`src/design/ffe_pkg.sv`:
```
// ffe_pkg: shared types, codes and constants of the flood fill engine
// depends on nothing; used by every other file of the block
package ffe_pkg;

  // default frame size and field widths
  localparam int DEF_FRAME_WIDTH  = 256;
  localparam int DEF_FRAME_HEIGHT = 256;
  localparam int DEF_ADDR_W       = 16;
  localparam int COLOR_W          = 24;
  localparam int COORD_W          = 9;

  localparam logic [COLOR_W-1:0] WHITE = 24'hFF_FFFF;

  // request codes
  localparam logic [1:0] REQ_WRITE = 2'd0;
  localparam logic [1:0] REQ_READ  = 2'd1;
  localparam logic [1:0] REQ_FILL  = 2'd2;

  // status codes
  localparam logic [1:0] ST_OK        = 2'd0;
  localparam logic [1:0] ST_OUT_FRAME = 2'd1;
  localparam logic [1:0] ST_SEED_DIFF = 2'd2;
  localparam logic [1:0] ST_SAME_FILL = 2'd3;

  typedef struct packed {
    logic [1:0]         req_type;
    logic [COORD_W-1:0] x_coord;
    logic [COORD_W-1:0] y_coord;
    logic [COLOR_W-1:0] target_color;
    logic [COLOR_W-1:0] pixel_color;
  } ffe_req_t;

  typedef struct packed {
    logic [COLOR_W-1:0] read_color;
    logic [1:0]         status;
  } ffe_res_t;

  // bits needed for a coordinate below n, at least one
  function automatic int coord_bits(input int n);
    int w;
    w = $clog2(n);
    return (w < 1) ? 1 : w;
  endfunction

endpackage

```
`src/design/ffe_fill_ctrl.sv`:
```
// ffe_fill_ctrl: request sequencer, frame clear pass and flood fill walker
// drives the frame memory and the pending stack memory; depends on ffe_pkg
module ffe_fill_ctrl #(
  parameter int FRAME_WIDTH  = ffe_pkg::DEF_FRAME_WIDTH,
  parameter int FRAME_HEIGHT = ffe_pkg::DEF_FRAME_HEIGHT,
  parameter int XW = ffe_pkg::coord_bits(FRAME_WIDTH),
  parameter int YW = ffe_pkg::coord_bits(FRAME_HEIGHT),
  parameter int AW = XW + YW
) (
  input  logic                        clk,
  input  logic                        rst_n,
  input  logic                        start,
  input  ffe_pkg::ffe_req_t           req,
  output logic                        busy,
  input  logic                        conn_mode,
  output logic                        res_valid,
  output ffe_pkg::ffe_res_t           res,
  // frame memory
  output logic                        fr_we,
  output logic [AW-1:0]               fr_waddr,
  output logic [ffe_pkg::COLOR_W-1:0] fr_wdata,
  output logic [AW-1:0]               fr_raddr,
  input  logic [ffe_pkg::COLOR_W-1:0] fr_rdata,
  // pending stack memory
  output logic                        st_we,
  output logic [AW-1:0]               st_waddr,
  output logic [AW-1:0]               st_wdata,
  output logic [AW-1:0]               st_raddr,
  input  logic [AW-1:0]               st_rdata
);

  localparam int SPW = AW + 1;

  typedef enum logic [6:0] {
    S_CLEAR = 7'b0000001,
    S_IDLE  = 7'b0000010,
    S_LOOK  = 7'b0000100,
    S_POP   = 7'b0001000,
    S_CTR   = 7'b0010000,
    S_NBR   = 7'b0100000,
    S_DRAIN = 7'b1000000
  } state_t;

  state_t                      state_r, state_nxt;
  logic [AW-1:0]               clr_r, clr_nxt;
  logic [SPW-1:0]              sp_r, sp_nxt;
  logic [XW-1:0]               cx_r, cx_nxt;
  logic [YW-1:0]               cy_r, cy_nxt;
  logic [2:0]                  k_r, k_nxt;
  logic                        pend_r, pend_nxt;
  logic [AW-1:0]               paddr_r, paddr_nxt;
  logic [ffe_pkg::COLOR_W-1:0] target_r, target_nxt;
  logic [ffe_pkg::COLOR_W-1:0] fill_r, fill_nxt;
  logic                        is_fill_r, is_fill_nxt;
  logic                        res_valid_r, res_valid_nxt;
  ffe_pkg::ffe_res_t           res_r, res_nxt;

  logic                        in_frame;
  logic [AW-1:0]               seed_addr;
  logic [1:0]                  dx, dy;
  logic                        nbr_ok;
  logic [XW-1:0]               nx;
  logic [YW-1:0]               ny;
  logic                        hit;
  logic [SPW-1:0]              sp_dec;
  logic [2:0]                  k_last;

  // neighbor offsets: the four orthogonal steps first, then the diagonals
  function automatic logic [3:0] nbr_offset(input logic [2:0] k);
    logic [3:0] o;
    case (k)
      3'd0:    o = {2'b11, 2'b00};
      3'd1:    o = {2'b00, 2'b11};
      3'd2:    o = {2'b00, 2'b01};
      3'd3:    o = {2'b01, 2'b00};
      3'd4:    o = {2'b11, 2'b11};
      3'd5:    o = {2'b11, 2'b01};
      3'd6:    o = {2'b01, 2'b11};
      default: o = {2'b01, 2'b01};
    endcase
    return o;
  endfunction

  // seed position check and address
  assign in_frame = ({1'b0, req.x_coord} < 10'(FRAME_WIDTH)) &&
                    ({1'b0, req.y_coord} < 10'(FRAME_HEIGHT));
  assign seed_addr = {req.y_coord[YW-1:0], req.x_coord[XW-1:0]};

  // neighbor coordinate for the current step, with frame edge check
  always_comb begin
    {dy, dx} = nbr_offset(k_r);
    nbr_ok = 1'b1;
    case (dx)
      2'b11: begin
        nbr_ok = nbr_ok && (cx_r != '0);
        nx = cx_r - 1'b1;
      end
      2'b01: begin
        nbr_ok = nbr_ok && (cx_r != XW'(FRAME_WIDTH - 1));
        nx = cx_r + 1'b1;
      end
      default: nx = cx_r;
    endcase
    case (dy)
      2'b11: begin
        nbr_ok = nbr_ok && (cy_r != '0);
        ny = cy_r - 1'b1;
      end
      2'b01: begin
        nbr_ok = nbr_ok && (cy_r != YW'(FRAME_HEIGHT - 1));
        ny = cy_r + 1'b1;
      end
      default: ny = cy_r;
    endcase
  end

  assign hit    = pend_r && (fr_rdata == target_r);
  assign sp_dec = sp_r - 1'b1;
  assign k_last = conn_mode ? 3'd7 : 3'd3;

  // sequencer
  always_comb begin
    state_nxt     = state_r;
    clr_nxt       = clr_r;
    sp_nxt        = sp_r;
    cx_nxt        = cx_r;
    cy_nxt        = cy_r;
    k_nxt         = k_r;
    pend_nxt      = pend_r;
    paddr_nxt     = paddr_r;
    target_nxt    = target_r;
    fill_nxt      = fill_r;
    is_fill_nxt   = is_fill_r;
    res_valid_nxt = 1'b0;
    res_nxt       = res_r;
    fr_we         = 1'b0;
    fr_waddr      = paddr_r;
    fr_wdata      = fill_r;
    fr_raddr      = paddr_r;
    st_we         = 1'b0;
    st_waddr      = sp_r[AW-1:0];
    st_wdata      = paddr_r;
    st_raddr      = sp_dec[AW-1:0];

    case (state_r)
      // write white over the whole frame after reset
      S_CLEAR: begin
        fr_we    = 1'b1;
        fr_waddr = clr_r;
        fr_wdata = ffe_pkg::WHITE;
        clr_nxt  = clr_r + 1'b1;
        if (clr_r == '1) begin
          state_nxt = S_IDLE;
        end
      end

      // take a request
      S_IDLE: begin
        if (start) begin
          res_nxt.read_color = '0;
          res_nxt.status     = ffe_pkg::ST_OK;
          paddr_nxt          = seed_addr;
          target_nxt         = req.target_color;
          fill_nxt           = req.pixel_color;
          case (req.req_type)
            ffe_pkg::REQ_WRITE: begin
              res_valid_nxt = 1'b1;
              if (in_frame) begin
                fr_we    = 1'b1;
                fr_waddr = seed_addr;
                fr_wdata = req.pixel_color;
              end else begin
                res_nxt.status = ffe_pkg::ST_OUT_FRAME;
              end
            end
            ffe_pkg::REQ_READ, ffe_pkg::REQ_FILL: begin
              if (in_frame) begin
                fr_raddr    = seed_addr;
                is_fill_nxt = (req.req_type == ffe_pkg::REQ_FILL);
                state_nxt   = S_LOOK;
              end else begin
                res_valid_nxt  = 1'b1;
                res_nxt.status = ffe_pkg::ST_OUT_FRAME;
              end
            end
            default: begin
              res_valid_nxt = 1'b1;
            end
          endcase
        end
      end

      // seed pixel data is back: finish a read or check a fill
      S_LOOK: begin
        if (!is_fill_r) begin
          res_valid_nxt      = 1'b1;
          res_nxt.read_color = fr_rdata;
          state_nxt          = S_IDLE;
        end else if (fr_rdata != target_r) begin
          res_valid_nxt  = 1'b1;
          res_nxt.status = ffe_pkg::ST_SEED_DIFF;
          state_nxt      = S_IDLE;
        end else if (target_r == fill_r) begin
          res_valid_nxt  = 1'b1;
          res_nxt.status = ffe_pkg::ST_SAME_FILL;
          state_nxt      = S_IDLE;
        end else begin
          // recolor the seed and push it
          fr_we     = 1'b1;
          st_we     = 1'b1;
          sp_nxt    = sp_r + 1'b1;
          state_nxt = S_POP;
        end
      end

      // read the top of the pending stack
      S_POP: begin
        sp_nxt    = sp_dec;
        state_nxt = S_CTR;
      end

      // latch the center pixel
      S_CTR: begin
        cx_nxt    = st_rdata[XW-1:0];
        cy_nxt    = st_rdata[AW-1:XW];
        k_nxt     = '0;
        pend_nxt  = 1'b0;
        state_nxt = S_NBR;
      end

      // one neighbor read per cycle, previous neighbor checked meanwhile
      S_NBR: begin
        if (hit) begin
          fr_we  = 1'b1;
          st_we  = 1'b1;
          sp_nxt = sp_r + 1'b1;
        end
        fr_raddr  = {ny, nx};
        paddr_nxt = {ny, nx};
        pend_nxt  = nbr_ok;
        if (k_r == k_last) begin
          state_nxt = S_DRAIN;
        end else begin
          k_nxt = k_r + 1'b1;
        end
      end

      // check the last neighbor, then next center or done
      S_DRAIN: begin
        pend_nxt = 1'b0;
        if (hit) begin
          fr_we  = 1'b1;
          st_we  = 1'b1;
          sp_nxt = sp_r + 1'b1;
        end
        if (hit || (sp_r != '0)) begin
          state_nxt = S_POP;
        end else begin
          res_valid_nxt      = 1'b1;
          res_nxt.read_color = '0;
          res_nxt.status     = ffe_pkg::ST_OK;
          state_nxt          = S_IDLE;
        end
      end

      default: begin
        state_nxt = S_IDLE;
      end
    endcase
  end

  // control registers
  always_ff @(posedge clk) begin
    if (!rst_n) begin
      state_r     <= S_CLEAR;
      clr_r       <= '0;
      sp_r        <= '0;
      k_r         <= '0;
      pend_r      <= 1'b0;
      is_fill_r   <= 1'b0;
      res_valid_r <= 1'b0;
    end else begin
      state_r     <= state_nxt;
      clr_r       <= clr_nxt;
      sp_r        <= sp_nxt;
      k_r         <= k_nxt;
      pend_r      <= pend_nxt;
      is_fill_r   <= is_fill_nxt;
      res_valid_r <= res_valid_nxt;
    end
  end

  // payload registers
  always_ff @(posedge clk) begin
    cx_r     <= cx_nxt;
    cy_r     <= cy_nxt;
    paddr_r  <= paddr_nxt;
    target_r <= target_nxt;
    fill_r   <= fill_nxt;
    res_r    <= res_nxt;
  end

  assign busy      = (state_r != S_IDLE);
  assign res_valid = res_valid_r;
  assign res       = res_r;

endmodule

```
`config.mk`:
```
export PLATFORM = sky130hd
export DESIGN_NAME = ffe_fill_ctrl
export DESIGN_NICKNAME = d
export VERILOG_FILES = /design/src/design/ffe_pkg.sv /design/src/design/ffe_fill_ctrl.sv
export SDC_FILE = /design/constraint.sdc
export NUM_CORES = 1
export LEC_CHECK = 0
export ABC_AREA = 1
export BUFFER_PORTS_ARGS = -buffer_cell sky130_fd_sc_hd__buf_2
export CORE_ASPECT_RATIO = 0.5
export CORE_MARGIN = 3
export CORE_UTILIZATION = 30
export CTS_BUF_LIST = sky130_fd_sc_hd__clkbuf_4 sky130_fd_sc_hd__clkbuf_8 sky130_fd_sc_hd__clkbuf_16
export DETAILED_ROUTE_END_ITERATION = 6
export PLACE_DENSITY = 0.56
export SETUP_SLACK_MARGIN = 0.5
export SYNTH_ARGS = -nofsm -noshare
export SYNTH_HDL_FRONTEND = slang
export SYNTH_SLANG_ARGS = --single-unit
```
`constraint.sdc`:
```
create_clock -name clk -period 3.32 [get_ports clk]
set_input_delay 0.498 -clock clk [delete_from_list [all_inputs] [get_ports clk]]
set_output_delay 0.498 -clock clk [all_outputs]
set_load 0.02 [all_outputs]
```
After elaboration in Yosys (flattened, before gate mapping). Index checks and enable logic that the tools add are counted.

Equality and inequality tests: 40. $add $sub $neg: 8. Magnitude comparators: 2. Muxes and demuxes: 63. Reductions and logical operators: 27.

Operator list (number): $mux 16 (6); $mux 24 (4); $pmux 16 s2 (3); $pmux 26 s3 (1); $mux 17 (4); $mux 26 (2); $pmux 17 s3 (1); $pmux 7 s7 (1); $eq 24x24->1 (2); $pmux 24 s2 (1); $mux 7 (5); $pmux 8 s2 (2); $pmux 4 s7 (1); $ne 24x24->1 (1); $ne 2x2->1 const B (11); $lt 9x9->1 const B (2); $add 17x1->17 const B (1); $reduce_bool 17->1 (1); $sub 17x1->17 const B (1); $add 16x1->16 const B (1); $add 8x1->8 const B (2); $eq 16x16->1 const B (1); $mux 1 (16); $mux 4 (4); 37 further kinds (66).

Output and inout bits: 134. Input port bits: 112. Word-level logic and storage cells: 154. Bits in registers: 152.

Depth between registers and ports, before layout. Gate-level depths: netlist (run 1).

Depth in word-level cells: 7. Gate-level depth with buffers: 23. Depth with buffers taken out: 23.

Worst setup path after synthesis (run 1). No wires, ideal clock.

Path type: register to register. Start point: register state_r[3]. End point: register fill_r[0] (netlist bit), enable pin. Period minus slack after synthesis: 3.373 ns. Cell stages (with the launch flop): 6. Buffers on the path: 0. Required time: 2.865 ns. Library setup time: 0.455 ns. Data arrival time: 2.918 ns. Path slack: -0.053 ns. Cell sequence: dfxtp_1 -> inv_1 -> nand2_2 -> nor2_1 -> nand3_4 -> nor2_1.

Cells in the longest elaborated chain, start to end: 2.

Ends and longest elaborated chain: from (decl) (line ffe_fill_ctrl.sv:44) `state_t state_r, state_nxt;`; from (signal assigned) (line ffe_fill_ctrl.sv:283) `state_r <= state_nxt;`; $eq 7x2->1 (line ffe_fill_ctrl.sv:145) `case (state_r)`; $reduce_and 2->1 (no line); to (signal assigned) (line ffe_fill_ctrl.sv:299) `fill_r <= fill_nxt;`; to (decl) (line ffe_fill_ctrl.sv:53) `logic [ffe_pkg::COLOR_W-1:0] fill_r, fill_nxt;`.

No other way between the ends. A chain may end at the register's enable or synchronous reset.

Worst setup path after layout (run 1).
Start point: register k_r[0]. End point: output fr_raddr[6].

Cells in the longest elaborated chain, start to end: 5. Elaborated cells on any way between the ends: 12. Classes of those cells: 8 x eq/ne; 3 x mux; 1 x reduce/logical.

Ends and longest elaborated chain: from (decl) (line ffe_fill_ctrl.sv:49) `logic [2:0] k_r, k_nxt;`; from (signal assigned) (line ffe_fill_ctrl.sv:286) `k_r <= k_nxt;`; $eq 3x3->1 (tied with other cells) (line ffe_fill_ctrl.sv:71) `case (k)`; $pmux 4 s7 * (line ffe_fill_ctrl.sv:71); $eq 2x1->1 or $eq 2x2->1 (tied branches) (line ffe_fill_ctrl.sv:93) `case (dx)`; $pmux 8 s2 * (line ffe_fill_ctrl.sv:93); $pmux 16 s2 * (line ffe_fill_ctrl.sv:145); to (decl) (line ffe_fill_ctrl.sv:22) `output logic [AW-1:0] fr_raddr,`.

Mark *: on every way between the ends. The rest lies on a longest branch, timed or not.

==> results.toml, run 1 <==
[placement]
numPortBuffers = 245
placed_cells = 1895
gp_routability_congestion = 0.8844
dp_hpwl_mm = 23.30
place_ws_ps = 31.00
dpl-instance-area_um2 = 11490

[clock_network]
cts_buffers = 17
cts.sink_count = 152
cts_tree = "built"
root_buffer = "clkbuf_16"
clkLatencyLatePin_ps = 450
max-clock-path-buffers = 2
cts_hold_buffers = 0
htree_levels = 4
clk_pin_slew_ps = 70

[run]
max-cap-violations = 0

[detailed_routing]
dr.pass1.iters = 5
via_count = 9119
drtAntennaViolNets = 0
vias_per_cell = 4.634
drc_errors = 0
routed_wl_mm = 31.33
routedWlPerCell_um = 15.92
first_iter_violations = 563

[synth]
synth_top_area_share_pct = 33.12
yosysWarnings = 0
synth_cell_types = 49
synth.avg_cell_area_um2 = 7.671
synth_edf_count = 106
synth_top_area_cell = "edfxtp_1"
synth_cells = 1253
ys_seq_area_share_pct = 42.70
synthTopCellsByArea = "edfxtp_1, nand2_1, dfxtp_1"
syn-num-nets = 1391
ys_ff_latch = 152
syn_area_um2 = 9612
synth_ff_type = "edfxtp_1"
async_flop_share_pct = 0

[status]
violations = "setup timing"
outcome = "finished, violations left"

[finish]
final_core_util_pct = 41.30
final_cell_area_um2 = 12770
fillers = 3230
syn2layout_area_growth_pct = 32.83
final_nets = 1669
drive_above_1_share_pct = 31.48
final_cells = 1968

[global_route]
grt_pass1_wl_mm = 47.96
grt_max_degree = 49
grtUsageTotal_pct = 17.94
antenna_found_initial = 1
overflow = 0
grt_pass1_vias = 8544

[setup_path]
slowest_stage = "dfxtp_4"
cp_max_fo = 6
cp_common_cell = "nand2_2"
path_delay_family = "simple AND/OR/NAND/NOR gates"
critPathLaunchType = "flop"
cp-end-kind = "output port"
path_class = "reg2out"
crit_required_ps = 2820
slowest_delay_ps = 380
path_cells = "inv_4, ha_2, o21a_1, nor2_1, inv_1, nand2_2, inv_2, nor2_4, clkinv_4, ha_4, inv_4, nor2_4, o21ai_2, nand2_1, nand2_2, nand2_2, a21oi_2, nand2_1, nand2_1, o21bai_1, buf_4, nand2_2, buf_6"
path_buf_inv = 7
critPathArrivalTime_ps = 3200

[pwr]
peakVddDrop_mv = 0.4238
sequentialPowerShare_pct = 45.6
static-leakage-power_nw = 5.703
power.density_nw_per_um2 = 353.9
comb_power_share_pct = 11.3
p_total_mw = 4.518
p_switching_mw = 1.241
p_sw_share_pct = 27.47
pwr-share-clk_pct = 43.2
p_int_mw = 3.277

[timing]
finalWorstSetupSlack_ps = -379.4
maxSlewHeadroom_pct = 37.69
rsz0062_at_grt = "true"
fin_worst_skew_ps = 15.18
drv_slew = 0
worst_pin_slew_ps = 933.7
fmax_ghz = 0.2703
hold_violations = 0
setup_viol = 12
setup_tns_ps = -2964
period_needed_ps = 3699
finalCritPeriodShare_pct = 111.4
holdWs_ps = 219.7

[floorplanning]
start_util_pct = 31.09
ios = 246
rows = 45
die_w_um = 259.1
die_h_um = 132.6
design.core.area_um2 = 30910
die-area_um2 = 34350

[min_path]
hold_path_class = "in2reg"
[cells in the final DEF (no fill, tap or decap), types with 11 or more instances in the layout]
cell / synthesis / final
a21oi_1: 50 / 42
buf_2: 9 / 229
buf_4: 16 / 61
buf_6: 4 / 17
clkbuf_16: 0 / 17
dfxtp_1: 46 / 43
edfxtp_1: 106 / 106
ha_4: 0 / 11
inv_1: 165 / 152
inv_2: 12 / 16
nand2_1: 356 / 339
nand2_2: 5 / 21
nand3_1: 67 / 61
nand4_1: 23 / 23
nor2_1: 126 / 113
nor2_2: 13 / 14
nor2_4: 7 / 19
o211ai_1: 24 / 24
o21ai_0: 49 / 34
o221ai_1: 14 / 11
xor2_1: 46 / 45
[kinds of logic (layout without fill, tap and decap cells)]
| family | after synthesis | in the layout | share of synthesized area, % |
|---|---|---|---|
| other | 0 | 1 | 0 |
| AOI/OAI and AO/OA | 162 | 162 | 10.40 |
| adders and majority gates | 26 | 26 | 3.541 |
| buffers and inverters | 232 | 523 | 10.11 |
| and+or+nand+nor | 628 | 628 | 28.42 |
| DFF | 152 | 152 | 42.70 |
| xor gates and xnor gates | 53 | 53 | 4.830 |
[worst paths after layout]
| check | startpoint | endpoint | slack (ps) | cells past startpoint |
|---|---|---|---|---|
| setup / recovery | k_r[0]$_SDFFE_PN0P_ | fr_raddr[6] | -380 | 23 |
| setup reg to reg | k_r[0]$_SDFFE_PN0P_ | st_wdata[4]$_DFFE_PP_ | 400 | 21 |
| hold / removal | req[32] | target_r[8]$_DFFE_PP_ | 220 | 1 |
| hold reg to reg | sp_r[16]$_SDFFE_PN0P_ | sp_r[16]$_SDFFE_PN0P_ | 490 | 2 |
[per-layer routing]
layer	track usage, %	up-vias	part of all wire, %
li1	-	4651	-
met1	23.84	4224	46
met2	29.08	206	48
met3	4.093	38	4.5
met4	5.562	0	1.7
met5	0	-	0
[synthesized netlist by cell type (13+ instances only)]
cell type	instances
edfxtp_1	106
nand2_1	356
nor2_1	126
buf_4	16
o21ai_0	49
xor2_1	46
inv_1	165
dfxtp_1	46
a21oi_1	50
clkbuf_1	20
nand3_1	67
ha_1	24
o221ai_1	14
nor2_2	13
o211ai_1	24
nand4_1	23
[what timing repair did]
action	in CTS	in global routing
endpoints found under the setup margin	60	69
pin swaps	37	27
resized for setup	55	68
buffers inserted	25	15
[registers in the layout, summed over array words and instances, names as in the netlist, 3 cells and up]
signal,count
st_wdata,16
target_r,24
cy_r,8
fill_r,24
clr_r,16
cx_r,8
res,26
state_r,7
k_r,3
sp_r,17
[power by group through the flow]
stage	combinational [mW]	clock [mW]	sequential, mW
after CTS	0.498	2.02	2.06
after global routing	0.553	2.10	2.06
after detailed placement	0.489	0	2.10
final	0.509	1.95	2.06
after global placement	0.488	0	2.10
after floorplan	0.266	0	2.11
[cell type report]
| cell class | instances | area, um2 | area share (%) |
|---|---|---|---|
| Tap cell | 423 | 529.3 | 4.145 |
| Inverter | 181 | 705.7 | 5.527 |
| Multi-Input combinational cell | 869 | 4990 | 39.08 |
| Timing Repair Buffer | 310 | 1856 | 14.53 |
| Clock inverter | 14 | 138.9 | 1.088 |
| Antenna cell | 1 | 2.502 | 0.01960 |
| Sequential cell | 152 | 4113 | 32.21 |
| Clock buffer | 18 | 432.9 | 3.391 |
No activity file was read; power rests on OpenSTA's default activity.
==> run 2, diff against run 1 <==
--- a/config.mk
+++ b/config.mk
@@ -7,12 +7,13 @@
 export LEC_CHECK = 0
 export ABC_AREA = 1
 export BUFFER_PORTS_ARGS = -buffer_cell sky130_fd_sc_hd__buf_2
+export CELL_PAD_IN_SITES_DETAIL_PLACEMENT = 1
+export CELL_PAD_IN_SITES_GLOBAL_PLACEMENT = 1
 export CORE_ASPECT_RATIO = 0.5
-export CORE_MARGIN = 3
 export CORE_UTILIZATION = 30
 export CTS_BUF_LIST = sky130_fd_sc_hd__clkbuf_4 sky130_fd_sc_hd__clkbuf_8 sky130_fd_sc_hd__clkbuf_16
 export DETAILED_ROUTE_END_ITERATION = 6
-export PLACE_DENSITY = 0.56
+export PLACE_DENSITY = 0.69
 export SETUP_SLACK_MARGIN = 0.5
 export SYNTH_ARGS = -nofsm -noshare
 export SYNTH_HDL_FRONTEND = slang
==> constraint.sdc (replaced) <==
create_clock -name clk -period 4 [get_ports clk]
set_input_delay 0.6 -clock clk [delete_from_list [all_inputs] [get_ports clk]]
set_output_delay 0.6 -clock clk [all_outputs]
set_load 0.02 [all_outputs]
==> run 2 against run 1 <==
Net effect:
- the flow now finishes without violations
- via count is 4.9% higher
- setup slack better by 410 ps
- final cell count is 0.97% lower
- critical endpoint is now fr_raddr[7]
- largest power group is now the clock network
- sequential power is 17% lower
- routed wire length is 13% higher
- first-iteration DRC count is 16% lower
- power is 15% lower
- die area is 4.5% lower
- highest routed layer unchanged
- register-to-register slack better by 550 ps
==> results.toml, run 2 (synthesized netlist as in run 1, its figures left out) <==
[timing]
setup_viol = 0
drv_slew = 0
worst_pin_slew_ps = 947.7
rsz0062_at_grt = "true"
finalCritPeriodShare_pct = 99.31
fin_worst_skew_ps = 15.36
maxSlewHeadroom_pct = 36.75
period_needed_ps = 3972
fmax_ghz = 0.2517
finalWorstSetupSlack_ps = 27.63
hold_violations = 0

[setup_path]
r2r_cells = 20
path_delay_family = "simple AND/OR/NAND/NOR gates"
slowest_stage = "dfxtp_4"
r2r-end = "st_wdata[7]$_DFFE_PP_"
cp_max_fo = 6
critPathLaunchType = "flop"
r2r_slack_ps = 950
crit_required_ps = 3400
cp_common_cell = "nor2_4"
slowest_delay_ps = 380
rr_startpoint = "k_r[1]$_SDFFE_PN0P_"
cp-end-kind = "output port"
path_buf_inv = 6
path_cells = "buf_6, ha_4, nor2_4, inv_2, nor2_4, inv_2, nand2_4, inv_4, nor2_4, clkinv_4, ha_4, a21oi_4, nand2_2, nand4_1, nand2_1, nand2_2, nand2_1, o21bai_1, nand3_2, nand3_2, buf_4"
critPathArrivalTime_ps = 3370
path_class = "reg2out"

[pwr]
sequentialPowerShare_pct = 44.4
p_switching_mw = 1.064
p_int_mw = 2.779
p_sw_share_pct = 27.68
peakVddDrop_mv = 0.2586
power.density_nw_per_um2 = 306.0
pwr-share-clk_pct = 44.7
p_total_mw = 3.843
comb_power_share_pct = 10.9
static-leakage-power_nw = 5.619

[detailed_routing]
first_iter_violations = 471
dr_wl_met2_mm = 17.80
dr_wl_met3_mm = 1.157
dr.pass1.iters = 5
routed_wl_mm = 35.48
drc_errors = 0
vias_per_cell = 4.910
via_count = 9569
drtAntennaViolNets = 0
routedWlPerCell_um = 18.21
met1Wirelength_mm = 15.81
top_layer = "met4"

[finish]
fillers = 3806
syn2layout_area_growth_pct = 30.67
largest_reg_flops = 26
diodes = 0
mostFrequentLayoutCells = "nand2_1, buf_2, inv_1, nor2_1, edfxtp_1"
final_nets = 1651
final_common_cell = "nand2_1"
drive_above_1_share_pct = 29.69

[global_route]
grt_pass1_vias = 9678
antenna_found_initial = 0
grtUsageTotal_pct = 21.00
grt_pass1_wl_mm = 52.99
overflow = 0
grt_max_degree = 50

[floorplanning]
die_h_um = 128.6
start_util_pct = 31.09
die-area_um2 = 32800
rows = 45
ios = 246
die_w_um = 255.1
design.core.area_um2 = 30910

[min_path]
hold_path_class = "in2reg"
min_path_cells = 1
whs_endpoint = "target_r[12]$_DFFE_PP_"
hp-start = "req[36]"

[clock_network]
cts.sink_count = 152
clk_pin_slew_ps = 70
cts_buffers = 17
max-clock-path-buffers = 2
clkLatencyLatePin_ps = 450
root_buffer = "clkbuf_16"
cts_tree = "built"
htree_levels = 4

[placement]
dp_hpwl_mm = 26.05
numPortBuffers = 245
place_ws_ps = 4.712
gp_routability_congestion = 0.8984

[run]
max-cap-violations = 0

[status]
outcome = "completed"
run 2: cell types whose count changed in the layout (fill, tap and decap cells not counted), sizes merged:
cell and delta:
inv +3, diode -1, buf -18, clkbuf -1, clkinvlp -3, bufinv +1
run 2: stage by stage:
step | hold slack [ps] | TNS [ps] | instances | utilization (%) | area [um2]
6_report | 321.3 | 0 | 1949 | 40.63 | 12560
2_1_floorplan | 453.1 | 0 | 1253 | - | 9612
3_5_place_dp | 481.8 | 0 | 1884 | 36.22 | 11200
5_1_grt | 305.5 | -202.5 | 1949 | 40.63 | 12560
4_1_cts | 298.0 | 0 | 1930 | 39.42 | 12180
3_3_place_gp | 461.5 | 0 | 1884 | 36.22 | 11200
run 2: metal layers:
metal | global-route usage [%] | vias to the layer above
met5 | 0 | -
met4 | 6.622 | 0
met3 | 3.520 | 50
met2 | 37.21 | 197
met1 | 26.09 | 4708
li1 | - | 4614
run 2: timing repair:
item                                    in CTS  in global routing
setup buffers                               14                 19
endpoints found under the setup margin      15                 29
pin swaps                                   36                 44
hold buffers                                 0                  0
gates resized for setup                     84                 63
run 2: area by class of cell:
cell class,count,area [um2],share of cell area [%]
clock inverter,15,181.4,1.445
clock buffer,17,425.4,3.387
multi-input combinational,869,4933,39.28
inverter,181,704.4,5.609
sequential,152,4113,32.75
tap,423,529.3,4.214
timing repair buffer,292,1673,13.32
run 2: power by group through the flow:
stage                     Clock, mW  Combinational (mW)  Sequential (mW)
after floorplan                   0               0.219             1.75
after global placement            0               0.405             1.74
after detailed placement          0               0.415             1.74
after CTS                      1.76               0.420             1.71
after global routing           1.82               0.450             1.71
final                          1.72               0.417             1.71
run 2: how the worst max path moves through the flow:
stage	start	to	slack, ps	cells past startpoint
2_1_floorplan	state_r[3]$_SDFFE_PN0P_	fill_r[0]$_DFFE_PP_	630	5
3_3_place_gp	k_r[0]$_SDFFE_PN0P_	fr_raddr[12]	190	21
3_5_place_dp	k_r[0]$_SDFFE_PN0P_	fr_raddr[12]	5	21
4_1_cts	k_r[0]$_SDFFE_PN0P_	fr_raddr[12]	140	22
5_1_grt	k_r[1]$_SDFFE_PN0P_	fr_raddr[7]	-120	21
6_report	k_r[1]$_SDFFE_PN0P_	fr_raddr[7]	30	21
